`src/hw/rtl/pcm_pkg.sv`:
```
// ----------------------------------------------------------------------------
// pcm_pkg
// Shared types and constants of the palette color mapper.
// ----------------------------------------------------------------------------
`default_nettype none

package pcm_pkg;

    // Payload field widths
    localparam int OP_W      = 3;
    localparam int VAL_W     = 16;
    localparam int FRAC_IN_W = 8;
    localparam int IDX_IN_W  = 8;
    localparam int COLOR_W   = 24;
    localparam int SIZE_W    = 9;
    localparam int IN_W      = 64;

    // Default configuration of the table
    localparam int DEF_MAX_ENTRIES = 256;
    localparam int DEF_FRAC_BITS   = 8;

    // Remainder unit: dividend bits retired per cycle, steps per run
    localparam int DIV_STEP = 4;
    localparam int DIV_CYC  = VAL_W / DIV_STEP;

    // Register map (register index is paddr[2])
    localparam int  APB_AW   = 3;
    localparam logic REG_SIZE   = 1'b0;
    localparam logic REG_INTERP = 1'b1;
    localparam logic [SIZE_W-1:0] SIZE_RESET = 9'd256;

    typedef enum logic [OP_W-1:0] {
        OP_MAP     = 3'd0,
        OP_WRITE   = 3'd1,
        OP_ROT_FWD = 3'd2,
        OP_ROT_BWD = 3'd3,
        OP_INVERT  = 3'd4
    } t_op;

    typedef enum logic [2:0] {
        S_IDLE,
        S_DIV,
        S_RED_GO,
        S_RED,
        S_RD_LO,
        S_RD_HI,
        S_BLEND
    } t_state;

endpackage

`default_nettype wire

```
`src/hw/rtl/pcm_divmod.sv`:
```
// ----------------------------------------------------------------------------
// pcm_divmod
// Iterative remainder unit: dividend mod divisor, DIV_STEP bits per cycle.
// ----------------------------------------------------------------------------
`default_nettype none

module pcm_divmod (
    input  wire logic                      i_clk,
    input  wire logic                      i_rst_n,
    input  wire logic                      i_start,
    input  wire logic [pcm_pkg::VAL_W-1:0] i_dividend,
    input  wire logic [pcm_pkg::SIZE_W-1:0] i_divisor,
    output logic                           o_done,
    output logic      [pcm_pkg::SIZE_W-1:0] o_rem
);
    import pcm_pkg::*;

    localparam int CNT_W = $clog2(DIV_CYC);

    logic              r_busy;
    logic [CNT_W-1:0]  r_cnt;
    logic [SIZE_W-1:0] r_rem;
    logic [VAL_W-1:0]  r_shift;
    logic [SIZE_W-1:0] n_rem;
    logic [SIZE_W:0]   trial;

    // Restoring remainder over the top DIV_STEP dividend bits
    always_comb begin
        n_rem = r_rem;
        trial = '0;
        for (int k = 0; k < DIV_STEP; k++) begin
            trial = {n_rem, r_shift[VAL_W-1-k]};
            if (trial >= {1'b0, i_divisor}) begin
                n_rem = SIZE_W'(trial - {1'b0, i_divisor});
            end else begin
                n_rem = trial[SIZE_W-1:0];
            end
        end
    end

    always_ff @(posedge i_clk) begin
        if (!i_rst_n) begin
            r_busy <= 1'b0;
            r_cnt  <= '0;
        end else if (i_start) begin
            r_busy <= 1'b1;
            r_cnt  <= '0;
        end else if (r_busy) begin
            r_cnt <= r_cnt + CNT_W'(1);
            if (r_cnt == CNT_W'(DIV_CYC - 1)) begin
                r_busy <= 1'b0;
            end
        end
    end

    always_ff @(posedge i_clk) begin
        if (i_start) begin
            r_rem   <= '0;
            r_shift <= i_dividend;
        end else if (r_busy) begin
            r_rem   <= n_rem;
            r_shift <= r_shift << DIV_STEP;
        end
    end

    assign o_done = r_busy && (r_cnt == CNT_W'(DIV_CYC - 1)) && !i_start;
    assign o_rem  = n_rem;

endmodule

`default_nettype wire

```
`config.mk`:
```
export PLATFORM = sky130hd
export DESIGN_NAME = pcm_divmod
export DESIGN_NICKNAME = d
export VERILOG_FILES = /design/src/hw/rtl/pcm_pkg.sv /design/src/hw/rtl/pcm_divmod.sv
export SDC_FILE = /design/constraint.sdc
export NUM_CORES = 1
export LEC_CHECK = 0
export BUFFER_PORTS_ARGS = -buffer_cell sky130_fd_sc_hd__buf_2
export CELL_PAD_IN_SITES_DETAIL_PLACEMENT = 0
export CELL_PAD_IN_SITES_GLOBAL_PLACEMENT = 1
export CORE_MARGIN = 8
export CORE_UTILIZATION = 45
export DETAILED_ROUTE_END_ITERATION = 16
export GPL_TIMING_DRIVEN = 1
export PLACE_DENSITY_LB_ADDON = 0.1
export SETUP_SLACK_MARGIN = 0.1
export SYNTH_ARGS = -nofsm -noshare
export SYNTH_HDL_FRONTEND = slang
export SYNTH_SLANG_ARGS = --single-unit
```
`constraint.sdc`:
```
create_clock -name i_clk -period 24.2 [get_ports i_clk]
set_input_delay 3.63 -clock i_clk [delete_from_list [all_inputs] [get_ports i_clk]]
set_output_delay 3.63 -clock i_clk [all_outputs]
set_load 0.01 [all_outputs]
```
==> results of run 1 <==
worst paths after layout:
path,start,cells past startpoint,end
worst max-delay path,i_divisor[1],32,o_rem[1]
worst min register to register,r_cnt[1]$_SDFFE_PP0P_,2,r_cnt[1]$_SDFFE_PP0P_
worst max register to register,r_shift[15]$_DFFE_PP_,33,r_rem[3]$_SDFFE_PP0P_
worst min-delay path,r_cnt[1]$_SDFFE_PP0P_,2,r_cnt[1]$_SDFFE_PP0P_
cell usage in the layout (no fill, tap or decap), types with 2 or more instances in the layout:
master    synthesis  final
o221ai_1          2      2
mux2i_1           5      5
nor2b_1           4      4
o32a_1            5      5
buf_2             0     37
a21oi_1          22     22
inv_1            23     23
nand4_1           6      6
xor2_1           11     11
dfxtp_1          12     12
ha_1             37     37
mux2_4            2      2
o21bai_1          3      3
fa_1              4      4
o21ai_0          18     18
or3_1             2      2
edfxtp_1         16     16
and2_1            5      5
a21boi_0          2      2
xnor2_1          15     15
o21a_1            2      2
nand3_1           6      6
a221oi_1          2      2
nand2_1          27     27
or2_2             2      2
a21o_1            8      8
nor2_1           19     19
a211oi_1          3      3
nand2b_1          5      5
mux2i_4           2      2
mux2_2           29     29
o311ai_0          2      2
a31oi_1           3      3
o211ai_1          2      2
nor3_1            7      7
clkbuf_8          0      3
registers in the layout (all words and copies together) (netlist names):
register  cells
r_busy        1
r_cnt         2
r_rem         9
r_shift      16
metrics by stage:
stage | instance area, um^2 | hold slack [ns] | instances
2_1_floorplan | 3090 | 0.465 | 339
3_3_place_gp | 3310 | 0.484 | 446
3_5_place_dp | 3310 | 0.503 | 446
4_1_cts | 3380 | 0.527 | 450
5_1_grt | 3380 | 0.559 | 450
6_report | 3380 | 0.515 | 450
critical path: cells and delay by family:
family	cells	cell delay (ns)
simple gates	5	0.82
fa+ha+maj	4	1.76
buf+inv	3	0.41
mux	5	2.02
compound gates	15	3.89
kinds of logic after synthesis:
| logic type | count (synthesis) | share of synthesized area |
|---|---|---|
| xor+xnor | 26 | 0.0737 |
| simple gates | 87 | 0.135 |
| compound gates | 85 | 0.186 |
| buf+inv | 34 | 0.0498 |
| flops | 28 | 0.233 |
| fa+ha+maj | 41 | 0.176 |
| mux | 38 | 0.146 |
final cells by class:
class,instances,area share
well taps,80,0.0296
clock inverters,1,0.00888
multi-input cells,277,0.655
flip-flops and latches,28,0.213
inverters,24,0.0266
clock buffers,3,0.0122
repair buffers,37,0.0548
metal layers:
metal	vias to the layer above	wire length [um]	global-route usage
li1	1317	-	-
met1	1201	3670	0.211
met2	54	3700	0.275
met3	2	353	0.0338
met4	0	34	0.0177
met5	-	0	0
==> flow_metrics.tcl, run 1 <==
set metrics [dict create \
    synthesis.nets 408 \
    first_iter_violations 116 \
    criticalPathCategory "input pin to output port" \
    place_hpwl_um 6440 \
    cts_buffer_depth 2 \
    hp-class "flip-flop to flip-flop" \
    clk_latency_ns 0.28 \
    worstMarginPinSlew_ns 0.659 \
    preCtsSetupSlack_ns 8.07 \
    crit_path_max_fanout 24 \
    finalWorstSetupSlack_ns 8.00 \
    crit_arrival_ns 12.57 \
    initial_core_util 0.460 \
    grt_pass1_vias 2530 \
    drc 0 \
    grt_use_total 0.162 \
    synth_top_area_cell "edfxtp_1" \
    rsz0062_at_grt "no" \
    clock-root-buffer "clkbuf_8" \
    max_freq_mhz 61.7 \
    required_ns 20.57 \
    synth_most_common_cell "ha_1" \
    portBuffers 37 \
    synth_seq_cells 28 \
    synth_flop_cell "edfxtp_1" \
    max_slew_margin 0.551 \
    first_pass_iters 4 \
    drv_cap 0 \
    wire_per_inst_um 17.2 \
    numCtsBuffers 3 \
    core_area_um2 6720 \
    slowest_stage "a2111o_1" \
    setup_viol 0 \
    grt_pass1_wl_um 12800 \
    io-pin-count 38 \
    period_share 0.669 \
    finalCriticalPeriod_ns 16.20 \
    ff_latch_area_um2 721 \
    final_antenna_net_count 0 \
    synthCells 339 \
    cp_common_cell "a21oi_1" \
    rows 30 \
    cts.htree.levels 1 \
    status "finished clean" \
    antennaDiodeCount 0 \
    nets 440 \
    clkTransAtPathRegs_ns 0.10 \
    netlist.area_leader.share 0.156 \
    cts_setup_buffers 0 \
    ctsHoldBuffers 0 \
    multi_input_area_um2 2210 \
    ys_seq_area_frac 0.233 \
    dieArea_um2 9770 \
    layout-area-overhead-vs-synth_pct 9.48 \
    layout-drive-gt1-share 0.211 \
    grt_max_degree 26 \
    post_cts_resized 0 \
    clock-sinks 28 \
    fin_setup_tns_ns 0 \
    grt-ovfl-total 0 \
    maxSlewViolCount 0 \
    vias 2574 \
    viasPerCell 5.72 \
    rrSetupSlack_ns 14.87 \
    synth-async-reset-ratio 0 \
    die_w_um 98.9 \
    antenna_found_initial 0 \
    n_fill_cell 669 \
    synth_cell_types 53 \
    skew_ns 0.00470 \
    hold_viol_final 0 \
    synth-edff-count 16 \
    place_congestion 0.915 \
    dieHeight_um 98.9 \
    syn-cell-area_um2 3090 \
    synth_common_cells "37 x ha_1, 29 x mux2_2, 27 x nand2_1, 23 x inv_1, 22 x a21oi_1" \
    fin_util 0.503 \
    postSynthAreaPerCell_um2 9.11 \
    crit_path_end_kind "output port" \
    synthTopCellsByArea "edfxtp_1 16%, ha_1 15%, mux2_2 11%" \
    slowest_delay_ns 0.58 \
    start_kind "input pin" \
    cts_tree "yes" \
    routed_wl_um 7760 \
    yosysWarnings 0 \
]
Power of run 1 is left out: the tool's default activity adds up to more than one toggle a clock period on the data nets, which glitch-free logic cannot reach.
==> run 2: changes to the inputs <==
==> constraint.sdc (replaced) <==
create_clock -name i_clk -period 16 [get_ports i_clk]
set_input_delay 2.4 -clock i_clk [delete_from_list [all_inputs] [get_ports i_clk]]
set_output_delay 2.4 -clock i_clk [all_outputs]
set_load 0.01 [all_outputs]
==> run 2 against run 1 <==
Core utilization is the same. First-iteration DRC count grew 6.0%. Worst setup slack lost 5.7 ns. Global-route usage shrank 0.061 points. Die area is the same. Count of clock-buffer cells in the layout is the same. Via count shrank 0.66%. Clock skew shrank 0.00081 ns. Critical path depth is the same. Final area is the same. Hold slack lost 0.011 ns.
==> flow_metrics.tcl, run 2 (synthesis results as in run 1) <==
set metrics [dict create \
    dieArea_um2 9770 \
    core_area_um2 6720 \
    cts_setup_buffers 0 \
    vias 2557 \
    drv_cap 0 \
    grt_pass1_vias 2538 \
    final_antenna_net_count 0 \
    finalCriticalPeriod_ns 13.67 \
    hold_viol_final 0 \
    wire_per_inst_um 17.3 \
    placed_area_um2 3310 \
    cp_common_cell "a21oi_1" \
    hp-class "flip-flop to flip-flop" \
    worstMarginPinSlew_ns 0.658 \
    numCtsBuffers 3 \
    layout-drive-gt1-share 0.211 \
    clock-root-buffer "clkbuf_8" \
    cts.htree.levels 1 \
    nets 440 \
    largest-register "r_shift" \
    clock-sinks 28 \
    place_congestion 0.921 \
    dieHeight_um 98.9 \
    layout-area-overhead-vs-synth_pct 9.48 \
    max_freq_mhz 73.1 \
    place_hpwl_um 6470 \
    die_w_um 98.9 \
    rsz0062_at_grt "no" \
    viasPerCell 5.68 \
    period_share 0.855 \
    fin_util 0.503 \
    criticalPathCategory "input pin to output port" \
    first_pass_iters 4 \
    largest_reg_flops 16 \
    rows 30 \
    post_cts_resized 0 \
    slowest_stage "a2111o_1" \
    placedCellCount 446 \
    max_slew_margin 0.552 \
    grt-ovfl-total 0 \
    skew_ns 0.00390 \
    stdcell_count 450 \
    mostFrequentLayoutCells "37 x ha_1, 37 x buf_2, 29 x mux2_2" \
    slowest_delay_ns 0.58 \
    cts_buffer_depth 2 \
    grt_max_degree 26 \
    clk_latency_ns 0.27 \
    ctsHoldBuffers 0 \
    crit_path_max_fanout 24 \
    io-pin-count 38 \
    final_area_um2 3380 \
    start_kind "input pin" \
    routed_wl_um 7810 \
    status "finished clean" \
    required_ns 13.60 \
    crit_path_end_kind "output port" \
    grt_pass1_wl_um 12700 \
    n_fill_cell 673 \
    maxSlewViolCount 0 \
    antenna_found_initial 0 \
    setup_viol 0 \
    initial_core_util 0.460 \
    clkTransAtPathRegs_ns 0.09 \
    cts_tree "yes" \
    drc 0 \
    grt_use_total 0.161 \
    top_regs "r_shift: 16 flops, r_rem: 9 flops, r_cnt: 2 flops" \
    first_iter_violations 123 \
    fin_setup_tns_ns 0 \
    portBuffers 37 \
    crit_arrival_ns 11.27 \
    antennaDiodeCount 0 \
]
run 2: layout make-up:
cell class | instances | area, um^2 | area share
Sequential cell | 28 | 721 | 0.213
Inverter | 24 | 90.1 | 0.0266
Tap cell | 80 | 100 | 0.0296
Clock inverter | 1 | 30.0 | 0.00888
Timing Repair Buffer | 37 | 185 | 0.0548
Multi-Input combinational cell | 277 | 2210 | 0.655
Clock buffer | 3 | 41.3 | 0.0122
run 2: worst paths after layout:
check / startpoint / slack [ns] / end / cells after the start
max reg2reg: r_shift[15]$_DFFE_PP_ / 6.73 / r_rem[3]$_SDFFE_PP0P_ / 33
min: r_cnt[1]$_SDFFE_PP0P_ / 0.50 / r_cnt[1]$_SDFFE_PP0P_ / 2
min reg2reg: r_cnt[1]$_SDFFE_PP0P_ / 0.50 / r_cnt[1]$_SDFFE_PP0P_ / 2
max: i_divisor[1] / 2.33 / o_rem[1] / 32
run 2: stage by stage:
stage,setup slack (ns),hold WS (ns)
after floorplan,3.73,0.465
after global placement,2.48,0.484
after detailed placement,2.33,0.491
after CTS,2.32,0.514
after global routing,1.58,0.564
final,2.33,0.505
run 2: routing by layer:
layer,up-vias,global-route usage,routed length [um]
li1,1322,-,-
met1,1184,0.209,3840
met2,47,0.269,3640
met3,4,0.0352,284
met4,0,0.0283,40
met5,-,0,0
run 2: critical path: cells and delay by family:
family | cells | cell delay [ns]
compound gates | 15 | 3.82
mux | 5 | 2.03
fa+ha+maj | 4 | 1.74
simple gates | 5 | 0.85
buf+inv | 3 | 0.41
Power of run 2 is left out for the same reason.
